## src/sv/assert_macros.svh

```systemverilog
// Assertion macros shared by the tracker RTL.
// Needs nothing else; included by the files that check their own logic.
`ifndef ASSERT_MACROS_SVH
`define ASSERT_MACROS_SVH

// Implication checked at each rising edge, off while reset is low.
`define BPT_ASSERT(lbl, clk, rstn, prop, msg) \
    lbl: assert property (@(posedge clk) disable iff (!rstn) (prop)) else $error(msg);

// Same check, also active during reset.
`define BPT_ASSERT_ALWAYS(lbl, clk, prop, msg) \
    lbl: assert property (@(posedge clk) (prop)) else $error(msg);

`endif

```

## src/sv/bpt_pkg.sv

```systemverilog
// Shared constants and controller/datapath interface types for the tracker.
// Depends on nothing.
`timescale 1ns / 1ps

package bpt_pkg;

    localparam int HISTORY_DEPTH = 2048;
    localparam int ADDR_W        = $clog2(HISTORY_DEPTH);
    localparam int PHASE_COUNT   = 10;
    localparam int PH_W          = 4;
    localparam int DIV_W         = 32 + $clog2(PHASE_COUNT + 1);
    localparam int CNT_W         = $clog2(DIV_W);

    localparam logic [2:0] REG_ALPHA   = 3'd0;
    localparam logic [2:0] REG_PLANNED = 3'd1;
    localparam logic [2:0] REG_INITIAL = 3'd2;
    localparam logic [2:0] REG_SHIFT   = 3'd3;

    localparam logic [15:0] ALPHA_RST   = 16'd6554;
    localparam logic [15:0] PLANNED_RST = 16'd4000;
    localparam logic [15:0] INITIAL_RST = 16'd4000;

    localparam logic [1:0] CAUSE_NONE    = 2'd0;
    localparam logic [1:0] CAUSE_TIMEOUT = 2'd1;
    localparam logic [1:0] CAUSE_BAND    = 2'd2;
    localparam logic [1:0] CAUSE_CYCLE   = 2'd3;

    typedef struct packed {
        logic cap;
        logic mul1;
        logic mul2;
        logic filt;
        logic turn;
        logic peak;
        logic div_init;
        logic div_step;
        logic phase;
        logic band_rd;
        logic band;
        logic out_load;
    } bpt_cmd_t;

    typedef struct packed {
        logic active;
        logic div_done;
    } bpt_status_t;

endpackage

```

## src/sv/bpt_ctrl.sv

```systemverilog
// Sequencer for one sample: filter, turning point, peak, and when active, phase division and band check.
// Depends on bpt_pkg and assert_macros.svh.
`timescale 1ns / 1ps
`include "assert_macros.svh"

module bpt_ctrl
    import bpt_pkg::*;
(
    input  logic        aclk,
    input  logic        aresetn,
    input  logic        s_tvalid,
    output logic        s_tready,
    output logic        m_tvalid,
    input  logic        m_tready,
    input  bpt_status_t st,
    output bpt_cmd_t    cmd
);

    typedef enum logic [12:0] {
        ST_IDLE   = 13'b0000000000001,
        ST_MUL1   = 13'b0000000000010,
        ST_MUL2   = 13'b0000000000100,
        ST_FILT   = 13'b0000000001000,
        ST_TURN   = 13'b0000000010000,
        ST_PEAK   = 13'b0000000100000,
        ST_DECIDE = 13'b0000001000000,
        ST_DIVI   = 13'b0000010000000,
        ST_DIV    = 13'b0000100000000,
        ST_PHASE  = 13'b0001000000000,
        ST_BRD    = 13'b0010000000000,
        ST_BAND   = 13'b0100000000000,
        ST_OUT    = 13'b1000000000000
    } state_t;

    state_t state_reg, state_next;
    logic   m_tvalid_reg, m_tvalid_next;
    logic   load;

    assign s_tready = (state_reg == ST_IDLE);
    assign m_tvalid = m_tvalid_reg;
    assign load     = (state_reg == ST_OUT) && (!m_tvalid_reg || m_tready);

    always_comb begin
        cmd          = '0;
        cmd.cap      = s_tready && s_tvalid;
        cmd.mul1     = (state_reg == ST_MUL1);
        cmd.mul2     = (state_reg == ST_MUL2);
        cmd.filt     = (state_reg == ST_FILT);
        cmd.turn     = (state_reg == ST_TURN);
        cmd.peak     = (state_reg == ST_PEAK);
        cmd.div_init = (state_reg == ST_DIVI);
        cmd.div_step = (state_reg == ST_DIV);
        cmd.phase    = (state_reg == ST_PHASE);
        cmd.band_rd  = (state_reg == ST_BRD);
        cmd.band     = (state_reg == ST_BAND);
        cmd.out_load = load;
    end

    always_comb begin
        state_next = state_reg;
        unique case (state_reg)
            ST_IDLE:   if (s_tvalid) state_next = ST_MUL1;
            ST_MUL1:   state_next = ST_MUL2;
            ST_MUL2:   state_next = ST_FILT;
            ST_FILT:   state_next = ST_TURN;
            ST_TURN:   state_next = ST_PEAK;
            ST_PEAK:   state_next = ST_DECIDE;
            ST_DECIDE: state_next = st.active ? ST_DIVI : ST_OUT;
            ST_DIVI:   state_next = ST_DIV;
            ST_DIV:    if (st.div_done) state_next = ST_PHASE;
            ST_PHASE:  state_next = ST_BRD;
            ST_BRD:    state_next = ST_BAND;
            ST_BAND:   state_next = ST_OUT;
            ST_OUT:    if (load) state_next = ST_IDLE;
            default:   state_next = ST_IDLE;
        endcase
    end

    always_comb begin
        m_tvalid_next = m_tvalid_reg;
        if (load) begin
            m_tvalid_next = 1'b1;
        end else if (m_tready) begin
            m_tvalid_next = 1'b0;
        end
    end

    always_ff @(posedge aclk) begin
        if (!aresetn) begin
            state_reg    <= ST_IDLE;
            m_tvalid_reg <= 1'b0;
        end else begin
            state_reg    <= state_next;
            m_tvalid_reg <= m_tvalid_next;
        end
    end

    `BPT_ASSERT(a_one_item, aclk, aresetn, (s_tvalid && s_tready) |=> !s_tready, "second item taken during work")
    `BPT_ASSERT(a_out_src, aclk, aresetn, $rose(m_tvalid) |-> $past(state_reg == ST_OUT), "result shown outside output step")
    `BPT_ASSERT(a_div_hold, aclk, aresetn, (state_reg == ST_DIV && !st.div_done) |=> (state_reg == ST_DIV), "divider left early")

endmodule

```

## config.mk

```make
export PLATFORM = sky130hd
export DESIGN_NAME = bpt_ctrl
export DESIGN_NICKNAME = d
export VERILOG_FILES = /design/src/sv/bpt_pkg.sv /design/src/sv/bpt_ctrl.sv
export VERILOG_INCLUDE_DIRS = /design/src /design/src/sv
export SDC_FILE = /design/constraint.sdc
export NUM_CORES = 1
export LEC_CHECK = 0
export ABC_AREA = 1
export BUFFER_PORTS_ARGS = -buffer_cell sky130_fd_sc_hd__buf_2
export CORE_MARGIN = 5
export CORE_UTILIZATION = 39
export DETAILED_ROUTE_END_ITERATION = 10
export PLACE_DENSITY = 0.57
export SYNTH_ARGS = -nofsm -noshare
export SYNTH_HDL_FRONTEND = slang
export SYNTH_SLANG_ARGS = --single-unit
```

## constraint.sdc

```tcl
create_clock -name aclk -period 1.9 [get_ports aclk]
set_clock_uncertainty 0.1 [all_clocks]
set_input_delay 0.38 -clock aclk [delete_from_list [all_inputs] [get_ports aclk]]
set_output_delay 0.38 -clock aclk [all_outputs]
set_load 0.005 [all_outputs]
```

# Word level (Yosys, flattened, before mapping)
# Index checks and enable logic that the tools add are counted.
[word_totals] word_cells=31 out_inout_bits=14 ff_bits=14 input_bits=6
[classes] muxes=7 eq_ne=16 reduce_logical=6
[op_table] operator="$pmux W13 S13" count=1
[op_table] operator="$mux W13" count=4
[op_table] operator="$eq A13 B1 Y1 const B" count=1
[op_table] operator="$eq A13 B10 Y1 const B" count=1
[op_table] operator="$eq A13 B11 Y1 const B" count=1
[op_table] operator="$eq A13 B12 Y1 const B" count=1
[op_table] operator="$eq A13 B13 Y1 const B" count=1
[op_table] operator="$eq A13 B2 Y1 const B" count=1
[op_table] operator="$eq A13 B3 Y1 const B" count=1
[op_table] operator="$eq A13 B4 Y1 const B" count=1
[op_table] operator="$eq A13 B5 Y1 const B" count=1
[op_table] operator="$eq A13 B6 Y1 const B" count=1
[op_table] operator="$eq A13 B7 Y1 const B" count=1
[op_table] operator="$eq A13 B8 Y1 const B" count=1
[op_table] operator="$eq A13 B9 Y1 const B" count=1
[op_table] operator="$ne A2 B2 Y1 const B" count=3
[op_table] operator="$reduce_and A3 Y1" count=1
[op_table] operator="$logic_and A1 B1 Y1" count=2
[op_table] operator="$mux W1" count=2
[op_table] operator="$reduce_bool A2 Y1" count=1
[op_table] operator="$logic_not A1 Y1" count=1
[op_table] operator="$logic_or A1 B1 Y1" count=1

# Logic depth before layout (Yosys ltp)
# Gate-level depths: netlist of run 1.
[depth] depth_word=5 depth_mapped=10 depth_no_buf=10

# Worst setup path after synthesis of run 1
# Ideal clock, no wire load.
[synth_path] kind="reg2out" from="register state_reg[0]" to="output cmd[0] (netlist bit)" t_arrival_ps=989 required_time_ps=1420 n_path_buf=1 path_slack_ps=431 path_stages_with_launch=7 path_cell_list="dfxtp_1 nor2_2 nand2_2 nor2_8 nand2_1 nor2_1 buf_4"
[synth_between] elab_chain_cells=2
[synth_rtl] item="start: declaration" line="bpt_ctrl.sv:35" source="state_t state_reg, state_next;"
[synth_rtl] item="start signal: assignment" line="bpt_ctrl.sv:93" source="state_reg <= state_next;"
[synth_rtl] item="$eq A13 B13 Y1" line="bpt_ctrl.sv:41" source="assign load = (state_reg == ST_OUT) && (!m_tvalid_reg || m_tready);"
[synth_rtl] item="$logic_and A1 B1 Y1" line="bpt_ctrl.sv:41"
[synth_rtl] item="end: declaration" line="bpt_ctrl.sv:16" source="output bpt_cmd_t cmd"
# Every way passes these cells.

==> flow_metrics.env, run 1 <==
export IMPL_grt_max_degree=13
export IMPL_crit_fanout=4
export IMPL_largest_register_ffs=13
export IMPL_crit_chain="nor2_4 > nand3_4 > nor2_1 > nand2_1 > inv_1 > buf_2"
export IMPL_setup_viol_count_final=0
export IMPL_max_freq_mhz=545
export IMPL_clk_latency_ns=0.29
export IMPL_synth_fp_nets=154
export IMPL_syn_area_um2=940
export IMPL_ios=20
export IMPL_r2r_start="state_reg[1]"
export IMPL_drt_pass1_iterations=4
export IMPL_required_ns=1.42
export IMPL_overflow=0
export IMPL_yosys_warnings=0
export IMPL_seq_power_share_pct=32.0
export IMPL_yosys_top_cells_count="nand2_1, inv_1, nor2_1, dfxtp_1, nor3_1"
export IMPL_avgViaCountPerCell=4.45
export IMPL_drc=0
export IMPL_hold_start="aresetn"
export IMPL_fill_cells=257
export IMPL_power_density_nw_per_um2=976
export IMPL_syn_to_final_growth_pct=21.2
export IMPL_clock_sinks=14
export IMPL_switching_share_pct=42.6
export IMPL_nets=177
export IMPL_synthCells=148
export IMPL_worstPathArrival_ns=1.36
export IMPL_pre_cts_slack_ns=0.342
export IMPL_relSlewSlack_pct=72.7
export IMPL_antennaDiodeCount=0
export IMPL_clock_root_buffer="clkbuf_4"
export IMPL_numPortBuffers=19
export IMPL_vias=881
export IMPL_synthMostInstantiatedCell="nand2_1"
export IMPL_synth_top_area_share_pct=29.8
export IMPL_dp_cells=192
export IMPL_synth_top_cell_by_area="dfxtp_1"
export IMPL_fin_crit_ns=1.84
export IMPL_die_x_um=59.1
export IMPL_power_switching_mw=0.474
export IMPL_slew_violations=0
export IMPL_clk_pin_slew_ns=0.10
export IMPL_first_global_vias=841
export IMPL_die_area_um2=3490
export IMPL_critPathKind="reg2out"
export IMPL_drv_cap=0
export IMPL_p_leak_nw=0.667
export IMPL_total_power_mw=1.11
export IMPL_wl_um=2080
export IMPL_detail_route_antenna_nets=0
export IMPL_antenna_found_initial=0
export IMPL_finalCritPeriodShare_pct=96.6
export IMPL_hold_viol_final=0
export IMPL_cts_tree="built"
export IMPL_ys_seq_area_share_pct=29.8
export IMPL_grt_pass1_wl_um=3530
export IMPL_placed_cell_area_um2=1040
export IMPL_synth_seq_cells=14
export IMPL_critPathLaunchType="flop"
export IMPL_tns_ns=0
export IMPL_startpoint="state_reg[11]"
export IMPL_slowest_delay_ns=0.35
export IMPL_cts_inserted_buffers=3
export IMPL_row_count=17
export IMPL_ir_worst_vdd_mv=0.494
export IMPL_postLayoutSetupSlackWorst_ns=0.0642
export IMPL_rsz0062_at_grt="true"
export IMPL_clock_path_buffers=2
export IMPL_worstMarginPinSlew_ns=0.409
export IMPL_core_um2=2250
export IMPL_path_buf_inv=2
export IMPL_worstHoldPathType="in2reg"
export IMPL_status="complete, no violations"
export IMPL_synth_distinct_cells=20
export IMPL_synthTopCellsByArea="dfxtp_1, nand2_1, inv_1"
export IMPL_comb_power_share_pct=47.1
export IMPL_postLayoutCellArea_um2=1140
export IMPL_die_h_um=59.1
export IMPL_avgSynthCellArea_um2=6.35
export IMPL_ys_async_sr_fraction_pct=0
export IMPL_wl_per_cell_um=10.5
export IMPL_end_kind="primary output"
export IMPL_htreeDepth=1
export IMPL_start_util_pct=41.7
export IMPL_synthFlopType="dfxtp_1"
export IMPL_internal_power_mw=0.638
export IMPL_crit_family="simple AND/OR/NAND/NOR gates"
export IMPL_crit_path_top_delay_cell="dfxtp_2"
export IMPL_clock_power_share_pct=20.8
export IMPL_hold_buffers=0
export IMPL_synth_edf_count=0
export IMPL_gp_congestion=0.905
export IMPL_drt_iter0_drc=26
export IMPL_dp_hpwl_um=1550
export IMPL_track_usage_pct=13.3
export IMPL_post_route_cells_drive_above_1_share_pct=35.3
export IMPL_finalNonFillerCells=198
worst paths after layout:
check,endpoint,slack [ns],cells past startpoint
min,state_reg[12],0.25,3
max reg2reg,state_reg[8],0.33,11
max,cmd[7],0.06,6
min reg2reg,m_tvalid,0.50,4
cells in the final DEF, fill, tap and decap left out, types with 2 or more instances in the layout:
cell,Yosys,layout
nand2_1,35,35
dfxtp_1,14,7
dfxtp_2,0,7
clkbuf_4,0,3
o21ai_0,3,3
nand3_1,3,3
nor2_4,4,6
nand2_4,3,5
buf_2,0,19
inv_2,2,2
nand3_2,3,2
inv_1,29,29
nor3_1,9,9
nor2_1,27,22
buf_4,1,2
nor2_2,6,9
what timing repair did:
action | in CTS | in global routing
endpoints found under the setup margin | 0 | 11
buffers inserted | 0 | 2
gates resized for setup | 0 | 17
power by group through the flow:
| stage | combinational, mW | sequential [mW] | clock [mW] |
|---|---|---|---|
| after floorplan | 0.404 | 0.348 | 0 |
| after global placement | 0.456 | 0.351 | 0 |
| after detailed placement | 0.459 | 0.353 | 0 |
| after CTS | 0.463 | 0.346 | 0.233 |
| after global routing | 0.591 | 0.361 | 0.246 |
| final | 0.524 | 0.356 | 0.231 |
tightest hold or removal path: stages:
cell	delay, ns
buf_2	0.12
nand2_1	0.08
nor2_2	0.03
per-layer routing:
metal,up-vias,track usage (%),part of all wire (%)
li1,481,-,-
met1,379,18.8,49
met2,19,18.6,46
met3,2,2.83,4.3
met4,0,6.80,1.0
met5,-,0,0
metrics by stage:
step                      util [%]  hold slack (ns)
after floorplan                  -            0.415
after global placement        46.1            0.475
after detailed placement      46.1            0.489
after CTS                     47.7            0.251
after global routing          50.5            0.239
final                         50.5            0.250
final cells by class:
| class | count | area [µm²] | area share (%) |
|---|---|---|---|
| clock buffer | 4 | 36.3 | 3.19 |
| inverter | 32 | 121 | 10.7 |
| multi-input combinational | 99 | 547 | 48.0 |
| sequential | 14 | 289 | 25.4 |
| tap | 28 | 35.0 | 3.08 |
| timing repair buffer | 21 | 110 | 9.67 |
kinds of logic (layout without fill, tap and decap cells):
group	count (synthesis)	after routing	share of synthesized area, %
buf+inv	35	57	16.2
simple gates	96	96	52.3
flops	14	14	29.8
compound gates	3	3	1.60
Power figures use the tool's default switching activity.
==> run 2, diff against run 1 <==
CORE_MARGIN = 2   (was 5)
==> run 2 against run 1 <==
  * Fmax is 0.36% higher
  * Global-route usage rose by 3.4 points
  * Utilization decreased by 2.0 points
  * Cell count is 1.0% lower
  * Critical path type unchanged
==> flow_metrics.env, run 2 (synthesized netlist as in run 1, its figures left out) <==
export IMPL_status="complete, no violations"
export IMPL_clk_pin_slew_ns=0.09
export IMPL_die_area_um2=2820
export IMPL_antenna_found_initial=0
export IMPL_worstHoldPathType="in2reg"
export IMPL_wl_um=1990
export IMPL_met3_length_um=63
export IMPL_gp_congestion=0.782
export IMPL_power_density_nw_per_um2=940
export IMPL_drv_cap=0
export IMPL_wl_per_cell_um=10.1
export IMPL_crit_chain="nor2_2 > nand2_2 > nor2_8 > nand2_1 > nor2_2 > buf_2"
export IMPL_fin_hold_ws_ns=0.267
export IMPL_clock_sinks=14
export IMPL_track_usage_pct=16.7
export IMPL_hold_viol_final=0
export IMPL_internal_power_mw=0.584
export IMPL_first_global_vias=808
export IMPL_power_switching_mw=0.444
export IMPL_slew_violations=0
export IMPL_final_cell_mix="nand2_1, inv_1, nor2_1"
export IMPL_crit_end="cmd[0]"
export IMPL_hold_buffers=0
export IMPL_seq_power_share_pct=33.9
export IMPL_clock_power_share_pct=16.8
export IMPL_finalNonFillerCells=196
export IMPL_setup_viol_count_final=0
export IMPL_r2r_start="state_reg[2]"
export IMPL_clk_latency_ns=0.28
export IMPL_ir_worst_vdd_mv=0.645
export IMPL_grt_pass1_wl_um=3380
export IMPL_largest_register_ffs=13
export IMPL_worstPathArrival_ns=1.35
export IMPL_drt_iter0_drc=8
export IMPL_path_buf_inv=1
export IMPL_crit_fanout=7
export IMPL_fill_cells=260
export IMPL_antennaDiodeCount=0
export IMPL_comb_power_share_pct=49.4
export IMPL_relSlewSlack_pct=73.9
export IMPL_dp_cells=192
export IMPL_clock_root_buffer="clkbuf_4"
export IMPL_detail_route_antenna_nets=0
export IMPL_crit_path_top_delay_cell="dfxtp_1"
export IMPL_start_util_pct=41.7
export IMPL_rsz0062_at_grt="true"
export IMPL_vias=872
export IMPL_die_h_um=53.1
export IMPL_grt_max_degree=13
export IMPL_drt_pass1_iterations=4
export IMPL_nets=176
export IMPL_post_route_cells_drive_above_1_share_pct=29.8
export IMPL_overflow=0
export IMPL_ff2ff_path_depth=10
export IMPL_cts_tree="built"
export IMPL_worst_path_most_repeated_cell="nor2_2"
export IMPL_clock_path_buffers=2
export IMPL_reg2reg_slack_ns=0.38
export IMPL_avgViaCountPerCell=4.45
export IMPL_final_common_cell="nand2_1"
export IMPL_switching_share_pct=43.2
export IMPL_cts_inserted_buffers=3
export IMPL_wl_met2_um=915
export IMPL_critPathLaunchType="flop"
export IMPL_numPortBuffers=19
export IMPL_startpoint="state_reg[2]"
export IMPL_ios=20
export IMPL_worstMarginPinSlew_ns=0.391
export IMPL_max_freq_mhz=547
export IMPL_die_x_um=53.1
export IMPL_htreeDepth=1
export IMPL_dp_hpwl_um=1570
export IMPL_drc=0
export IMPL_critPathKind="reg2out"
export IMPL_finalCritPeriodShare_pct=96.3
export IMPL_top_layer_used="met4"
export IMPL_end_kind="primary output"
export IMPL_p_leak_nw=0.653
export IMPL_core_um2=2250
export IMPL_cp_depth=6
export IMPL_row_count=17
export IMPL_required_ns=1.42
export IMPL_wirelength_met1_um=991
export IMPL_timing_rr_end="state_reg[8]"
export IMPL_syn_to_final_growth_pct=16.4
export IMPL_slowest_delay_ns=0.33
export IMPL_fin_crit_ns=1.83
export IMPL_crit_family="simple AND/OR/NAND/NOR gates"
## run 2: cell types whose count changed in the layout (fill, tap and decap cells not counted), sizes merged
| cell | delta |
|---|---|
| buf | -1 |
| clkbuf | -1 |
## run 2: cell type report
type | count | area (µm²) | share of cell area (%)
timing repair buffer | 20 | 103 | 9.38
inverter | 32 | 121 | 11.1
clock buffer | 3 | 22.5 | 2.06
multi-input combinational | 99 | 529 | 48.4
tap | 28 | 35.0 | 3.20
sequential | 14 | 283 | 25.9
## run 2: how the worst min path moves through the flow
stage,from,endpoint,slack (ns),cells after the start
after floorplan,aresetn,state_reg[8],0.41,2
after global placement,state_reg[8],state_reg[8],0.47,4
after detailed placement,m_tvalid,m_tvalid,0.49,4
after CTS,aresetn,state_reg[12],0.26,3
after global routing,aresetn,state_reg[12],0.28,3
final,aresetn,state_reg[12],0.27,3
## run 2: timing repair
action                     4_1_cts  5_1_grt
setup endpoints to repair        0       10
gates resized for setup          0        7
buffers inserted                 0        1
## run 2: stage by stage
step	setup TNS [ns]	total power, mW	utilization (%)	worst slack [ns]	area, µm²
finish	0	1.03	48.5	0.0708	1090
global route	-0.0522	1.11	48.5	-0.0190	1090
global placement	0	0.804	46.1	0.368	1040
CTS	0	0.985	47.1	0.0239	1060
detailed placement	0	0.811	46.1	0.339	1040
floorplan	0	0.752	-	0.431	940
## run 2: power groups by stage
stage / Clock, mW / Combinational, mW / Sequential, mW
floorplan: 0 / 0.404 / 0.348
global placement: 0 / 0.454 / 0.350
detailed placement: 0 / 0.460 / 0.352
CTS: 0.178 / 0.463 / 0.344
global route: 0.188 / 0.564 / 0.355
finish: 0.172 / 0.508 / 0.348
## run 2: metal layers
layer,vias up,track usage (%)
met3,2,2.54
met2,13,26.0
met5,-,0
li1,475,-
met1,382,22.3
met4,0,7.69
## run 2: worst register-to-register path: cells and delay by family, from the launching register on
family        cells  cell delay, ns
buf+inv           1            0.05
flops             1            0.33
simple gates      9            0.93
